<file path="src/chs_pkg.sv">
`timescale 1ns / 1ps

package chs_pkg;

    localparam int FRAC_BITS_DEF = 8;

    localparam int PCT_W = 7;
    localparam int CFG_IDX_W = 2;

    localparam logic [1:0] OP_READ    = 2'd0;
    localparam logic [1:0] OP_TICK    = 2'd1;
    localparam logic [1:0] OP_RESTART = 2'd2;

    localparam logic [1:0] ST_INVALID    = 2'd0;
    localparam logic [1:0] ST_CALIBRATED = 2'd2;

    localparam logic [CFG_IDX_W-1:0] CFG_ATT_TILT = 2'd0;
    localparam logic [CFG_IDX_W-1:0] CFG_ATT_FLAT = 2'd1;
    localparam logic [CFG_IDX_W-1:0] CFG_FRI_TILT = 2'd2;
    localparam logic [CFG_IDX_W-1:0] CFG_FRI_FLAT = 2'd3;

    localparam logic [PCT_W-1:0] ATT_TILT_RST = 7'd32;
    localparam logic [PCT_W-1:0] ATT_FLAT_RST = 7'd14;
    localparam logic [PCT_W-1:0] FRI_TILT_RST = 7'd55;
    localparam logic [PCT_W-1:0] FRI_FLAT_RST = 7'd80;

    // flatness divider: |z|*100 / (|z|+|x|+|y|+1), quotient always below 100
    localparam int DIV_NUM_W = 19;
    localparam int DIV_DEN_W = 14;
    localparam int DIV_Q_W   = 7;

    typedef enum logic [2:0] {
        S_IDLE,
        S_LOAD,
        S_DIV,
        S_MUL,
        S_RCP,
        S_WB,
        S_POS,
        S_OUT
    } t_state;

    typedef enum logic [1:0] {
        PH_ATT,
        PH_FRI,
        PH_VEL,
        PH_DAMP
    } t_phase;

    typedef struct packed {
        logic   capture;
        logic   exec;
        logic   div_start;
        logic   mul;
        logic   rcp;
        logic   wb;
        logic   pos;
        logic   out_load;
        t_phase phase;
    } t_cmd;

    typedef struct packed {
        logic [1:0] op;
        logic       seen;
        logic       div_done;
    } t_sts;

endpackage

</file>
<file path="src/chs_div.sv">
`timescale 1ns / 1ps

module chs_div (
    input  logic                           i_clk,
    input  logic                           i_rst_n,
    input  logic                           i_start,
    input  logic [chs_pkg::DIV_NUM_W-1:0]  i_num,
    input  logic [chs_pkg::DIV_DEN_W-1:0]  i_den,
    output logic                           o_done,
    output logic [chs_pkg::DIV_Q_W-1:0]    o_quot
);

    localparam int NUM_W = chs_pkg::DIV_NUM_W;
    localparam int DEN_W = chs_pkg::DIV_DEN_W;
    localparam int Q_W   = chs_pkg::DIV_Q_W;
    localparam int SH_W  = DEN_W + Q_W - 1;
    localparam int CNT_W = $clog2(Q_W);

    logic             r_busy;
    logic             r_done;
    logic [CNT_W-1:0] r_cnt;
    logic [NUM_W-1:0] r_rem;
    logic [SH_W-1:0]  r_dsh;
    logic [Q_W-1:0]   r_q;

    logic [SH_W-1:0]  w_diff;
    logic             w_ge;

    assign w_ge   = {{(SH_W-NUM_W){1'b0}}, r_rem} >= r_dsh;
    assign w_diff = {{(SH_W-NUM_W){1'b0}}, r_rem} - r_dsh;

    always_ff @(posedge i_clk) begin
        if (!i_rst_n) begin
            r_busy <= 1'b0;
            r_done <= 1'b0;
            r_cnt  <= '0;
        end else begin
            r_done <= 1'b0;
            if (i_start) begin
                r_busy <= 1'b1;
                r_cnt  <= '0;
            end else if (r_busy) begin
                r_cnt <= r_cnt + 1'b1;
                if (r_cnt == CNT_W'(Q_W - 1)) begin
                    r_busy <= 1'b0;
                    r_done <= 1'b1;
                end
            end
        end
    end

    // restoring division, one quotient bit per cycle, MSB first
    always_ff @(posedge i_clk) begin
        if (i_start) begin
            r_rem <= i_num;
            r_dsh <= {i_den, {(Q_W-1){1'b0}}};
            r_q   <= '0;
        end else if (r_busy) begin
            if (w_ge) begin
                r_rem <= w_diff[NUM_W-1:0];
            end
            r_q   <= {r_q[Q_W-2:0], w_ge};
            r_dsh <= r_dsh >> 1;
        end
    end

    assign o_done = r_done;
    assign o_quot = r_q;

endmodule

</file>
<file path="src/chs_dp.sv">
`timescale 1ns / 1ps

module chs_dp #(
    parameter int FRAC_BITS = chs_pkg::FRAC_BITS_DEF
) (
    input  logic                                i_clk,
    input  logic                                i_rst_n,
    input  chs_pkg::t_cmd                       i_cmd,
    output chs_pkg::t_sts                       o_sts,
    input  logic                                i_cfg_we,
    input  logic [chs_pkg::CFG_IDX_W-1:0]       i_cfg_index,
    input  logic [chs_pkg::PCT_W-1:0]           i_cfg_data,
    input  logic [1:0]                          i_opcode,
    input  logic [15:0]                         i_heading_raw,
    input  logic [1:0]                          i_compass_status,
    input  logic                                i_accel_valid,
    input  logic signed [12:0]                  i_accel_x,
    input  logic signed [12:0]                  i_accel_y,
    input  logic signed [12:0]                  i_accel_z,
    output logic [8:0]                          o_heading_deg,
    output logic                                o_low_accuracy,
    output logic                                o_has_reading
);

    localparam int PCT_W  = chs_pkg::PCT_W;
    localparam int POS_W  = FRAC_BITS + 9;
    localparam int VEL_W  = FRAC_BITS + 10;
    localparam int PS_W   = VEL_W + 1;
    localparam int MA_W   = VEL_W;
    localparam int MB_W   = 9;
    localparam int PW     = MA_W + MB_W;
    localparam int RN     = FRAC_BITS + 16;
    localparam int RCP_S  = RN + 7;
    localparam int KW     = RCP_S - 6;
    localparam int QW     = RN - 6;
    localparam int VQ_W   = QW + 2;

    localparam logic [POS_W-1:0]        FULL_TURN = POS_W'(360 << FRAC_BITS);
    localparam logic signed [PS_W-1:0]  FT_S      = PS_W'(360 << FRAC_BITS);
    localparam logic signed [VQ_W-1:0]  VEL_HI    = VQ_W'((1 << (VEL_W - 1)) - 1);
    localparam logic signed [VQ_W-1:0]  VEL_LO    = VQ_W'(-(1 << (VEL_W - 1)));
    // reciprocal of 100, exact for every magnitude below 2**RN
    localparam logic [KW-1:0]           RCP_K     =
        KW'(((64'd1 << RCP_S) + 64'd99) / 64'd100);

    logic [PCT_W-1:0] r_att_tilt, r_att_flat, r_fri_tilt, r_fri_flat;

    logic [1:0]         r_op;
    logic [15:0]        r_raw;
    logic [1:0]         r_status;
    logic               r_av;
    logic signed [12:0] r_ax, r_ay, r_az;

    logic [8:0]              r_target;
    logic [POS_W-1:0]        r_pos;
    logic signed [VEL_W-1:0] r_vel;
    logic                    r_seen;
    logic                    r_acc_low;

    logic [PCT_W-1:0]        r_attract;
    logic [PCT_W-1:0]        r_fric;
    logic signed [PW-1:0]    r_prod;
    logic [RN+KW-1:0]        r_rp;
    logic                    r_rneg;

    logic [8:0] r_heading;
    logic       r_low_acc_out;
    logic       r_has_out;

    function automatic logic [12:0] f_abs13(input logic signed [12:0] v);
        return v[12] ? 13'(-v) : 13'(v);
    endfunction

    function automatic logic signed [VEL_W-1:0] f_sat(input logic signed [VQ_W-1:0] v);
        logic signed [VEL_W-1:0] res;
        if (v > VEL_HI) begin
            res = VEL_HI[VEL_W-1:0];
        end else if (v < VEL_LO) begin
            res = VEL_LO[VEL_W-1:0];
        end else begin
            res = v[VEL_W-1:0];
        end
        return res;
    endfunction

    // reading conversion
    logic [16:0] w_cw;
    logic [24:0] w_tprod;
    logic [8:0]  w_target;

    assign w_cw     = 17'h10000 - {1'b0, r_raw};
    assign w_tprod  = {8'd0, w_cw} * 25'd360;
    assign w_target = (w_tprod[24:16] == 9'd360) ? 9'd0 : w_tprod[24:16];

    // flatness
    logic [12:0]                    w_abs_x, w_abs_y, w_abs_z;
    logic [chs_pkg::DIV_DEN_W-1:0]  w_den;
    logic [chs_pkg::DIV_NUM_W-1:0]  w_num;
    logic [chs_pkg::DIV_Q_W-1:0]    w_flat;
    logic                           w_div_done;

    assign w_abs_x = f_abs13(r_ax);
    assign w_abs_y = f_abs13(r_ay);
    assign w_abs_z = f_abs13(r_az);
    assign w_den   = {1'b0, w_abs_z} + {1'b0, w_abs_x} + {1'b0, w_abs_y} + 14'd1;
    assign w_num   = r_av ? ({6'd0, w_abs_z} * 19'd100) : '0;

    chs_div u_div (
        .i_clk   (i_clk),
        .i_rst_n (i_rst_n),
        .i_start (i_cmd.div_start),
        .i_num   (w_num),
        .i_den   (w_den),
        .o_done  (w_div_done),
        .o_quot  (w_flat)
    );

    // shortest signed angle from position to target
    logic [8:0]        w_smooth;
    logic [9:0]        w_wrap;
    logic [8:0]        w_mod;
    logic signed [9:0] w_delta;

    assign w_smooth = r_pos[POS_W-1:FRAC_BITS];
    assign w_wrap   = {1'b0, r_target} + 10'd540 - {1'b0, w_smooth};
    assign w_mod    = (w_wrap >= 10'd720) ? 9'(w_wrap - 10'd720) :
                      (w_wrap >= 10'd360) ? 9'(w_wrap - 10'd360) : w_wrap[8:0];
    assign w_delta  = $signed({1'b0, w_mod}) - 10'sd180;

    // shared multiplier
    logic signed [7:0]      w_att_diff, w_fri_diff;
    logic signed [MA_W-1:0] w_mul_a;
    logic signed [MB_W-1:0] w_mul_b;
    logic signed [PW-1:0]   w_prod;

    assign w_att_diff = $signed({1'b0, r_att_tilt}) - $signed({1'b0, r_att_flat});
    assign w_fri_diff = $signed({1'b0, r_fri_flat}) - $signed({1'b0, r_fri_tilt});

    always_comb begin
        case (i_cmd.phase)
            chs_pkg::PH_ATT: begin
                w_mul_a = MA_W'(w_att_diff);
                w_mul_b = $signed({2'b0, w_flat});
            end
            chs_pkg::PH_FRI: begin
                w_mul_a = MA_W'(w_fri_diff);
                w_mul_b = $signed({2'b0, w_flat});
            end
            chs_pkg::PH_VEL: begin
                w_mul_a = MA_W'(w_delta);
                w_mul_b = $signed({2'b0, r_attract});
            end
            default: begin
                w_mul_a = r_vel;
                w_mul_b = 9'sd100 - $signed({2'b0, r_fric});
            end
        endcase
    end

    assign w_prod = w_mul_a * w_mul_b;

    // divide by 100, truncating toward zero
    logic                  w_neg;
    logic [PW-1:0]         w_mag_full;
    logic [PW+FRAC_BITS-1:0] w_mag_sh;
    logic [RN-1:0]         w_mag;
    logic [RN+KW-1:0]      w_rp;
    logic [QW-1:0]         w_qmag;
    logic signed [QW:0]    w_q;

    assign w_neg      = r_prod[PW-1];
    assign w_mag_full = w_neg ? -r_prod : r_prod;
    assign w_mag_sh   = {w_mag_full, {FRAC_BITS{1'b0}}};
    assign w_mag      = (i_cmd.phase == chs_pkg::PH_VEL) ? w_mag_sh[RN-1:0]
                                                          : w_mag_full[RN-1:0];
    assign w_rp       = w_mag * RCP_K;
    assign w_qmag     = r_rp[RN+KW-1:RCP_S];
    assign w_q        = r_rneg ? -$signed({1'b0, w_qmag}) : $signed({1'b0, w_qmag});

    logic signed [QW:0]      w_att_new, w_fri_new;
    logic signed [VQ_W-1:0]  w_vsum;

    assign w_att_new = $signed({{(QW-6){1'b0}}, r_att_tilt}) - w_q;
    assign w_fri_new = $signed({{(QW-6){1'b0}}, r_fri_tilt}) + w_q;
    assign w_vsum    = VQ_W'(r_vel) + VQ_W'(w_q);

    // position wrap into one turn
    logic signed [PS_W-1:0] w_psum, w_pa, w_pb;

    assign w_psum = $signed({2'b0, r_pos}) + PS_W'(r_vel);
    assign w_pa   = w_psum[PS_W-1] ? (w_psum + FT_S) :
                    (w_psum >= FT_S) ? (w_psum - FT_S) : w_psum;
    assign w_pb   = w_pa[PS_W-1] ? (w_pa + FT_S) :
                    (w_pa >= FT_S) ? (w_pa - FT_S) : w_pa;

    always_ff @(posedge i_clk) begin
        if (!i_rst_n) begin
            r_att_tilt <= chs_pkg::ATT_TILT_RST;
            r_att_flat <= chs_pkg::ATT_FLAT_RST;
            r_fri_tilt <= chs_pkg::FRI_TILT_RST;
            r_fri_flat <= chs_pkg::FRI_FLAT_RST;
        end else if (i_cfg_we) begin
            unique case (i_cfg_index)
                chs_pkg::CFG_ATT_TILT: r_att_tilt <= i_cfg_data;
                chs_pkg::CFG_ATT_FLAT: r_att_flat <= i_cfg_data;
                chs_pkg::CFG_FRI_TILT: r_fri_tilt <= i_cfg_data;
                chs_pkg::CFG_FRI_FLAT: r_fri_flat <= i_cfg_data;
            endcase
        end
    end

    always_ff @(posedge i_clk) begin
        if (i_cmd.capture) begin
            r_op     <= i_opcode;
            r_raw    <= i_heading_raw;
            r_status <= i_compass_status;
            r_av     <= i_accel_valid;
            r_ax     <= i_accel_x;
            r_ay     <= i_accel_y;
            r_az     <= i_accel_z;
        end
        if (i_cmd.mul) begin
            r_prod <= w_prod;
        end
        if (i_cmd.rcp) begin
            r_rp   <= w_rp;
            r_rneg <= w_neg;
        end
        if (i_cmd.wb && i_cmd.phase == chs_pkg::PH_ATT) begin
            r_attract <= w_att_new[PCT_W-1:0];
        end
        if (i_cmd.wb && i_cmd.phase == chs_pkg::PH_FRI) begin
            r_fric <= w_fri_new[PCT_W-1:0];
        end
        if (i_cmd.out_load) begin
            r_heading     <= w_smooth;
            r_low_acc_out <= r_acc_low;
            r_has_out     <= r_seen;
        end
    end

    always_ff @(posedge i_clk) begin
        if (!i_rst_n) begin
            r_target  <= '0;
            r_pos     <= '0;
            r_vel     <= '0;
            r_seen    <= 1'b0;
            r_acc_low <= 1'b1;
        end else if (i_cmd.exec) begin
            case (r_op)
                chs_pkg::OP_READ: begin
                    if (r_status != chs_pkg::ST_INVALID) begin
                        r_target  <= w_target;
                        r_acc_low <= (r_status != chs_pkg::ST_CALIBRATED);
                        if (!r_seen) begin
                            r_pos  <= {w_target, {FRAC_BITS{1'b0}}};
                            r_vel  <= '0;
                            r_seen <= 1'b1;
                        end
                    end
                end
                chs_pkg::OP_RESTART: begin
                    r_seen <= 1'b0;
                    r_vel  <= '0;
                end
                default: begin
                end
            endcase
        end else if (i_cmd.wb && i_cmd.phase == chs_pkg::PH_VEL) begin
            r_vel <= f_sat(w_vsum);
        end else if (i_cmd.wb && i_cmd.phase == chs_pkg::PH_DAMP) begin
            r_vel <= f_sat(VQ_W'(w_q));
        end else if (i_cmd.pos) begin
            r_pos <= w_pb[POS_W-1:0];
        end
    end

    assign o_sts.op       = r_op;
    assign o_sts.seen     = r_seen;
    assign o_sts.div_done = w_div_done;

    assign o_heading_deg  = r_heading;
    assign o_low_accuracy = r_low_acc_out;
    assign o_has_reading  = r_has_out;

    a_pos_range: assert property (@(posedge i_clk) disable iff (!i_rst_n)
        r_pos < FULL_TURN)
        else $error("position outside one turn");

    a_restart_clears: assert property (@(posedge i_clk) disable iff (!i_rst_n)
        i_cmd.exec && r_op == chs_pkg::OP_RESTART |=> !r_seen && r_vel == '0)
        else $error("restart did not clear reading and velocity");

    a_seed: assert property (@(posedge i_clk) disable iff (!i_rst_n)
        i_cmd.exec && r_op == chs_pkg::OP_READ && r_status != chs_pkg::ST_INVALID
        && !r_seen |=> r_seen && r_vel == '0 && r_pos[FRAC_BITS-1:0] == '0)
        else $error("first valid reading did not seed position");

endmodule

</file>
<file path="src/chs_ctrl.sv">
`timescale 1ns / 1ps

module chs_ctrl (
    input  logic           i_clk,
    input  logic           i_rst_n,
    input  logic           i_in_valid,
    output logic           o_in_stall,
    output logic           o_out_valid,
    input  logic           i_out_stall,
    input  chs_pkg::t_sts  i_sts,
    output chs_pkg::t_cmd  o_cmd
);

    chs_pkg::t_state r_state, n_state;
    chs_pkg::t_phase r_phase, n_phase;
    logic            r_out_valid, n_out_valid;

    always_ff @(posedge i_clk) begin
        if (!i_rst_n) begin
            r_state     <= chs_pkg::S_IDLE;
            r_phase     <= chs_pkg::PH_ATT;
            r_out_valid <= 1'b0;
        end else begin
            r_state     <= n_state;
            r_phase     <= n_phase;
            r_out_valid <= n_out_valid;
        end
    end

    always_comb begin
        n_state     = r_state;
        n_phase     = r_phase;
        o_cmd       = '0;
        o_cmd.phase = r_phase;
        unique case (r_state)
            chs_pkg::S_IDLE: begin
                o_cmd.capture = i_in_valid;
                if (i_in_valid) begin
                    n_state = chs_pkg::S_LOAD;
                end
            end
            chs_pkg::S_LOAD: begin
                o_cmd.exec = 1'b1;
                if (i_sts.op == chs_pkg::OP_TICK && i_sts.seen) begin
                    o_cmd.div_start = 1'b1;
                    n_state         = chs_pkg::S_DIV;
                end else begin
                    n_state = chs_pkg::S_OUT;
                end
            end
            chs_pkg::S_DIV: begin
                if (i_sts.div_done) begin
                    n_state = chs_pkg::S_MUL;
                    n_phase = chs_pkg::PH_ATT;
                end
            end
            chs_pkg::S_MUL: begin
                o_cmd.mul = 1'b1;
                n_state   = chs_pkg::S_RCP;
            end
            chs_pkg::S_RCP: begin
                o_cmd.rcp = 1'b1;
                n_state   = chs_pkg::S_WB;
            end
            chs_pkg::S_WB: begin
                o_cmd.wb = 1'b1;
                n_state  = chs_pkg::S_MUL;
                unique case (r_phase)
                    chs_pkg::PH_ATT:  n_phase = chs_pkg::PH_FRI;
                    chs_pkg::PH_FRI:  n_phase = chs_pkg::PH_VEL;
                    chs_pkg::PH_VEL:  n_phase = chs_pkg::PH_DAMP;
                    chs_pkg::PH_DAMP: n_state = chs_pkg::S_POS;
                endcase
            end
            chs_pkg::S_POS: begin
                o_cmd.pos = 1'b1;
                n_state   = chs_pkg::S_OUT;
            end
            chs_pkg::S_OUT: begin
                if (!r_out_valid || !i_out_stall) begin
                    o_cmd.out_load = 1'b1;
                    n_state        = chs_pkg::S_IDLE;
                end
            end
        endcase
    end

    always_comb begin
        n_out_valid = r_out_valid;
        if (o_cmd.out_load) begin
            n_out_valid = 1'b1;
        end else if (r_out_valid && !i_out_stall) begin
            n_out_valid = 1'b0;
        end
    end

    assign o_in_stall  = (r_state != chs_pkg::S_IDLE);
    assign o_out_valid = r_out_valid;

    a_accept_load: assert property (@(posedge i_clk) disable iff (!i_rst_n)
        r_state == chs_pkg::S_IDLE && i_in_valid |=> r_state == chs_pkg::S_LOAD)
        else $error("accepted item did not start");

    a_div_to_mul: assert property (@(posedge i_clk) disable iff (!i_rst_n)
        r_state == chs_pkg::S_DIV && i_sts.div_done
        |=> r_state == chs_pkg::S_MUL && r_phase == chs_pkg::PH_ATT)
        else $error("gain blend did not follow flatness");

    a_out_load: assert property (@(posedge i_clk) disable iff (!i_rst_n)
        r_state == chs_pkg::S_OUT && !i_out_stall
        |=> r_out_valid && r_state == chs_pkg::S_IDLE)
        else $error("result not presented");

endmodule

</file>
<file path="src/compass_heading_smoother.sv">
`timescale 1ns / 1ps
// Reading, restart, idle items and ticks before a reading: capture, load, output write.
// Ticks after a reading: capture, load, serial flatness divider, four phases of shared
// multiply and reciprocal divide by 100 (attract, friction, velocity, damping), position
// wrap, output write. A new item is taken only after the last result has been written.
// A stalled output holds the finished result; the block waits before writing the next.
// Reset (synchronous, active low) restores the default gains and clears the smoother state.

module compass_heading_smoother #(
    parameter int FRAC_BITS = chs_pkg::FRAC_BITS_DEF
) (
    input  logic                            i_clk,
    input  logic                            i_rst_n,
    input  logic                            i_in_valid,
    output logic                            o_in_stall,
    input  logic [1:0]                      i_opcode,
    input  logic [15:0]                     i_heading_raw,
    input  logic [1:0]                      i_compass_status,
    input  logic                            i_accel_valid,
    input  logic signed [12:0]              i_accel_x,
    input  logic signed [12:0]              i_accel_y,
    input  logic signed [12:0]              i_accel_z,
    output logic                            o_out_valid,
    input  logic                            i_out_stall,
    output logic [8:0]                      o_heading_deg,
    output logic                            o_low_accuracy,
    output logic                            o_has_reading,
    input  logic                            i_cfg_valid,
    output logic                            o_cfg_ready,
    input  logic [chs_pkg::CFG_IDX_W-1:0]   i_cfg_index,
    input  logic [chs_pkg::PCT_W-1:0]       i_cfg_data
);

    chs_pkg::t_cmd w_cmd;
    chs_pkg::t_sts w_sts;

    assign o_cfg_ready = 1'b1;

    chs_ctrl u_ctrl (
        .i_clk       (i_clk),
        .i_rst_n     (i_rst_n),
        .i_in_valid  (i_in_valid),
        .o_in_stall  (o_in_stall),
        .o_out_valid (o_out_valid),
        .i_out_stall (i_out_stall),
        .i_sts       (w_sts),
        .o_cmd       (w_cmd)
    );

    chs_dp #(
        .FRAC_BITS (FRAC_BITS)
    ) u_dp (
        .i_clk            (i_clk),
        .i_rst_n          (i_rst_n),
        .i_cmd            (w_cmd),
        .o_sts            (w_sts),
        .i_cfg_we         (i_cfg_valid),
        .i_cfg_index      (i_cfg_index),
        .i_cfg_data       (i_cfg_data),
        .i_opcode         (i_opcode),
        .i_heading_raw    (i_heading_raw),
        .i_compass_status (i_compass_status),
        .i_accel_valid    (i_accel_valid),
        .i_accel_x        (i_accel_x),
        .i_accel_y        (i_accel_y),
        .i_accel_z        (i_accel_z),
        .o_heading_deg    (o_heading_deg),
        .o_low_accuracy   (o_low_accuracy),
        .o_has_reading    (o_has_reading)
    );

endmodule

</file>
<file path="config.mk">
export PLATFORM = sky130hd
export DESIGN_NAME = compass_heading_smoother
export DESIGN_NICKNAME = d
export VERILOG_FILES = /design/src/chs_pkg.sv /design/src/chs_div.sv /design/src/chs_dp.sv /design/src/chs_ctrl.sv /design/src/compass_heading_smoother.sv
export SDC_FILE = /design/constraint.sdc
export NUM_CORES = 2
export LEC_CHECK = 0
export ABC_AREA = 1
export BUFFER_PORTS_ARGS = -buffer_cell sky130_fd_sc_hd__buf_2
export CAP_MARGIN = 10
export CORE_ASPECT_RATIO = 1.4
export CORE_MARGIN = 2
export CORE_UTILIZATION = 37
export DETAILED_ROUTE_END_ITERATION = 8
export PLACE_DENSITY = 0.61
export SLEW_MARGIN = 20
export SYNTH_ARGS = -nofsm -noshare
export SYNTH_HDL_FRONTEND = slang
export SYNTH_SLANG_ARGS = --single-unit
</file>
<file path="constraint.sdc">
create_clock -name i_clk -period 18.2 [get_ports i_clk]
set_clock_uncertainty 0.05 [all_clocks]
set_input_delay 0.91 -clock i_clk [delete_from_list [all_inputs] [get_ports i_clk]]
set_output_delay 0.91 -clock i_clk [all_outputs]
set_load 0.01 [all_outputs]
</file>
**Yosys cells after proc, flatten, opt, wreduce, memory -nomap -nowiden**

Cells that the tools add are included.

- Bits in read-only memories: 0
- Input port bits: 74
- Memory bits (writable): 0
- Word-level logic and storage cells: 207
- Register bits: 293
- Latch bits: 0
- Output and inout bits: 14
- Memories: 0

- Muxes and demuxes: 64
- $add $sub $neg: 27
- Divide/modulo/power cells: 0
- Equal/unequal tests: 31
- Reductions and logical operators: 36
- Order comparisons: 9
- Shift operators: 0
- Bitwise logic cells: 2
- Multipliers: 4

Operator list:

| kind | number |
|---|---|
| 2-to-1 mux 18 bit | 9 |
| 2-to-1 mux 17 bit | 9 |
| 2-to-1 mux 19 bit | 7 |
| one-hot mux 18 bit (3 select lines) | 1 |
| multiplier 24 x 25 -> 49 bit, second input constant | 1 |
| 2-to-1 mux 24 bit | 2 |
| 2-to-1 mux 20 bit | 2 |
| 2-to-1 mux 13 bit | 3 |
| negator 13 bit | 3 |
| >= comparator 19 x 18 -> 1 bit, second input constant | 2 |
| one-hot mux 18 bit (2 select lines) | 1 |
| multiplier 18 x 9 -> 27 bit | 1 |
| 2-to-1 mux 9 bit | 3 |
| negator 24 bit | 1 |
| one-hot mux 3 bit (8 select lines) | 1 |
| multiplier 17 x 6 -> 22 bit, second input constant | 1 |
| adder 18 x 19 -> 20 bit | 1 |
| >= comparator 19 x 20 -> 1 bit | 1 |
| greater-than comparator 20 x 18 -> 1 bit, second input constant | 1 |
| < comparator 20 x 18 -> 1 bit, second input constant | 1 |
| adder 18 x 18 -> 19 bit | 1 |
| adder 19 x 18 -> 19 bit, second input constant | 1 |
| greater-than comparator 19 x 18 -> 1 bit, second input constant | 1 |
| < comparator 19 x 18 -> 1 bit, second input constant | 1 |
| 55 further kinds | 118 |

**Depth between registers and ports, before layout**

- Depth after elaboration: 11
- Gate-level depth with buffers: 52
- Mapped depth without buffers: 52

**Cells and area by module**

A second synthesis with hierarchy kept.

- Cell total of the unflattened synthesis: 4,468
- Area total of the unflattened synthesis: 36,646.4 um^2

By module, submodules not included:

| module | cells an instance | area each (um^2) | times used | seq. area each (um^2) |
|---|---|---|---|---|
| chs_dp | 3,985 | 32,995.4 | 1 | 5,355.1 |
| chs_div | 408 | 3,150.5 | 1 | 1,351.3 |
| chs_ctrl | 73 | 489.2 | 1 | 120.1 |
| compass_heading_smoother | 2 | 11.3 | 1 | 0.0 |

**Least setup slack after synthesis**

Ideal clock, no wire load.

- Path kind: reg2reg
- From: register u_dp.r_prod[0]
- To: register u_dp.r_rp[45] (data pin)
- Path slack: 9.792 ns
- Data required time: 17.881 ns
- Path buffers: 0
- Data arrival time: 8.090 ns
- Period minus slack after synthesis: 8.408 ns
- Stages on the path, launching flop included: 36
- Setup time: 0.269 ns
- Cells stage by stage: edfxtp_1 inv_1 ha_1 inv_1 nor3_1 inv_1 nor3_1 nand2_1 inv_1 nand4_1 nand2_1 o21ai_0 xor2_1 o21ai_0 inv_1 fa_1 inv_1 fa_1 inv_1 fa_1 fa_1 inv_1 fa_1 inv_1 fa_1 fa_1 ha_1 nand2_1 nor4_1 nand2_1 o21ai_0 a21boi_0 o21ai_0 a21boi_0 o31ai_1 xor2_1

- Cells in the longest elaborated chain, start to end: 4

RTL lines:

| what | RTL line | text |
|---|---|---|
| from (decl) | chs_dp.sv:62 | `logic signed [PW-1:0] r_prod;` |
| from (signal assigned) | chs_dp.sv:223 | `r_prod <= w_prod;` |
| negator 24 bit | chs_dp.sv:172 | `assign w_mag_full = w_neg ? -r_prod : r_prod;` |
| 2-to-1 mux 24 bit (*) | chs_dp.sv:172 |  |
| 2-to-1 mux 24 bit (*) | chs_dp.sv:174 | `assign w_mag = (i_cmd.phase == chs_pkg::PH_VEL) ? w_mag_sh[RN-1:0]` |
| multiplier 24 x 25 -> 49 bit (*) | chs_dp.sv:176 | `assign w_rp = w_mag * RCP_K;` |
| named net u_dp.w_rp[45] | chs_dp.sv:167 | `logic [RN+KW-1:0] w_rp;` |
| to (signal assigned) | chs_dp.sv:226 | `r_rp <= w_rp;` |
| to (decl) | chs_dp.sv:63 | `logic [RN+KW-1:0] r_rp;` |

Mark *: on every way through the listed nets, which the timed path passes. The rest lies on a longest branch.
A chain may end at the register's enable or synchronous reset.

**Final worst setup path**

Ends and elaborated chain as after synthesis.

==> run metrics <==
outcome=completed; Chip Width=266.5 um; Post-synth ARST share=0%; setup TNS=0 ps; CP endpoint kind=flop; synthesis-stage register bit count=260; design area=38570 um2; Worst Reg-to-Reg Cells=35; clock transition at the registers of the reported paths=70 ps; synthesized instance count=4225; Unique masters post-synth=65; Worst EP required=18470 ps; Global Route Usage Sum=19.60%; Antenna Cells=0; Seq/Total Area, Yosys=19.13%; CP Class=reg -> reg; # hold bufs at CTS=0; hold_ws=410.4 ps; post-synthesis area per instance=8.445 um2; Max clock buf depth=3; drt pass-1 iters=5; largest net degree at the start of global routing=65; hold depth=0; endpoints failing setup=0; Max stage delay on crit path=700 ps; post-route antenna net violation count=0; max-slew violations=0; share of layout cells above drive strength 1=7.070%; Die Y=371.4 um; WL/cell=17.15 um; Remaining Overflow, GRT=0; Clock Sinks=260; synthesized area=35680 um2; Crit. path cell count=35; Post-synth EDFFs=162; normalized max-slew margin=24.58%; Final Cycle Share=53.66%; RSZ-0062 raised after global routing=no; vias per cell=5.031; initial DRC count=1169; Post-DP Area=37620 um2; commonest non-fill, non-tap cell in the layout=inv_1; clk root buf=clkbuf_16; I/O Buffers=86; initial antenna violation count=1; first-pass GRT wire length=152.0 mm; WP buf/inv=9; Clock Latency Late Sink=580 ps; Top Ports=88; worst-margin pin slew=1131 ps; most frequent cells in the layout=900 x inv_1, 560 x nand2_1, 525 x ha_1; DRC Markers=0; H-tree depth=1; Core ar.=95400 um2; CTS tree=done; Final Hold Vio Count=0; final cell count without fillers=5552; placed instance count=5500; DRT Wirelength=95.24 mm; delay-heaviest family, CP=adder cells; CTS buffer count=29; area delta synth->final=8.097%; Post-CTS Setup Bufs=0; CP startpoint kind=flop; Die Area=98970 um2; Final #Nets=5299; Final min period=9766 ps; most used cell, CP=inv_1; Post-CTS Resized=0; Rows=134; Worst path slowest cell=o21ai_0; vias in the first global route=29.11k; DP HPWL=81.48 mm; Post-Syn Nets=5217; Max-Cap Viols=0; Starting Density=37.40%; peak fanout along the critical path=6; Crit path arrival time=10040 ps; Max Clk Rate=102.4 MHz; vias=27.93k; Placer Congestion=0.9333; HP Class=reg -> reg; YS warnings=0; Post-synth top flop=edfxtp_1
## layout make-up
type	instances	area [um2]
clock buffer	36	773.2
clock inverter	16	175.2
fill	9568	56830
inverter	921	3457
multi-input combinational	2974	25110
sequential	260	6827
tap	1224	1531
timing repair buffer	121	693.2
## sequential cells by signal (all words and copies together), names as in the netlist, 7 cells and up
name                count
u_dp.r_raw             16
u_dp.r_vel             18
u_dp.r_fri_flat         7
u_dp.r_pos             17
u_dp.r_attract          7
u_dp.r_az              13
u_dp.r_rp              18
u_dp.r_ax              13
u_dp.o_heading_deg      9
u_dp.r_ay              13
u_dp.r_att_tilt         7
u_dp.u_div.r_dsh       20
u_dp.r_att_flat         7
u_dp.u_div.r_rem       19
u_dp.r_fric             7
u_dp.r_fri_tilt         7
u_dp.r_target           9
u_dp.u_div.o_quot       7
u_dp.r_prod            25
## cells in the mapped netlist, drive strengths merged (5+ instances only)
| library cell | n | area, um2 |
|---|---|---|
| a211o | 8 | 70.07 |
| a211oi | 10 | 75.07 |
| a21o | 6 | 45.04 |
| a21oi | 275 | 1418 |
| a31oi | 21 | 131.4 |
| and2 | 7 | 43.79 |
| buf | 21 | 118.9 |
| clkbuf | 49 | 183.9 |
| clkinv | 9 | 33.78 |
| dfxtp | 98 | 1962 |
| edfxtp | 162 | 4865 |
| fa | 393 | 7868 |
| ha | 525 | 6569 |
| inv | 912 | 3423 |
| nand2 | 594 | 2350 |
| nand3 | 236 | 1246 |
| nand3b | 10 | 75.07 |
| nand4 | 15 | 93.84 |
| nor2 | 289 | 1122 |
| nor3 | 46 | 230.2 |
| nor4 | 9 | 62.56 |
| o2111ai | 5 | 43.79 |
| o211ai | 10 | 80.07 |
| o21a | 7 | 52.55 |
| o21ai | 203 | 1050 |
| o21bai | 14 | 105.1 |
| o22ai | 28 | 175.2 |
| o31ai | 14 | 105.1 |
| or2 | 43 | 271.5 |
| xnor2 | 49 | 429.2 |
| xor2 | 128 | 1151 |
## stage by stage
stage | setup slack (ps) | util [%]
final | 8434 | 40.43
after global routing | 7442 | 40.43
after CTS | 8543 | 40.43
after detailed placement | 8538 | 39.43
after global placement | 8714 | 39.43
after floorplan | 9792 | -
## layer usage
| metal | GRT usage [%] | part of all wire [%] |
|---|---|---|
| met1 | 20.98 | 38 |
| met2 | 37.73 | 53 |
| met3 | 1.411 | 2.9 |
| met4 | 10.93 | 6.3 |
| met5 | 0 | 0.013 |
## cell families (layout without fill, tap and decap cells)
group | count (synthesis) | count (layout) | synth area share [%]
AOI/OAI and AO/OA | 622 | 622 | 9.889
DFF | 260 | 260 | 19.13
xor gates and xnor gates | 177 | 177 | 4.429
other | 1 | 1 | 0.01051
adders and majority gates | 918 | 918 | 40.46
buffers and inverters | 991 | 1094 | 10.54
and+or+nand+nor | 1256 | 1256 | 15.54
## final timing paths
| path | start | end | slack (ps) |
|---|---|---|---|
| min | u_dp.r_acc_low$_SDFFE_PN1P_ | u_dp.o_low_accuracy$_DFFE_PP_ | 410 |
| max | u_dp.r_prod[0]$_DFFE_PP_ | u_dp.r_rp[45]$_DFFE_PP_ | 8430 |
| max reg2reg | u_dp.r_prod[0]$_DFFE_PP_ | u_dp.r_rp[45]$_DFFE_PP_ | 8430 |
| min reg2reg | u_dp.r_acc_low$_SDFFE_PN1P_ | u_dp.o_low_accuracy$_DFFE_PP_ | 410 |
Power is left out: the tool's default activity adds up to more than one toggle a clock period on the data nets, which glitch-free logic cannot reach.
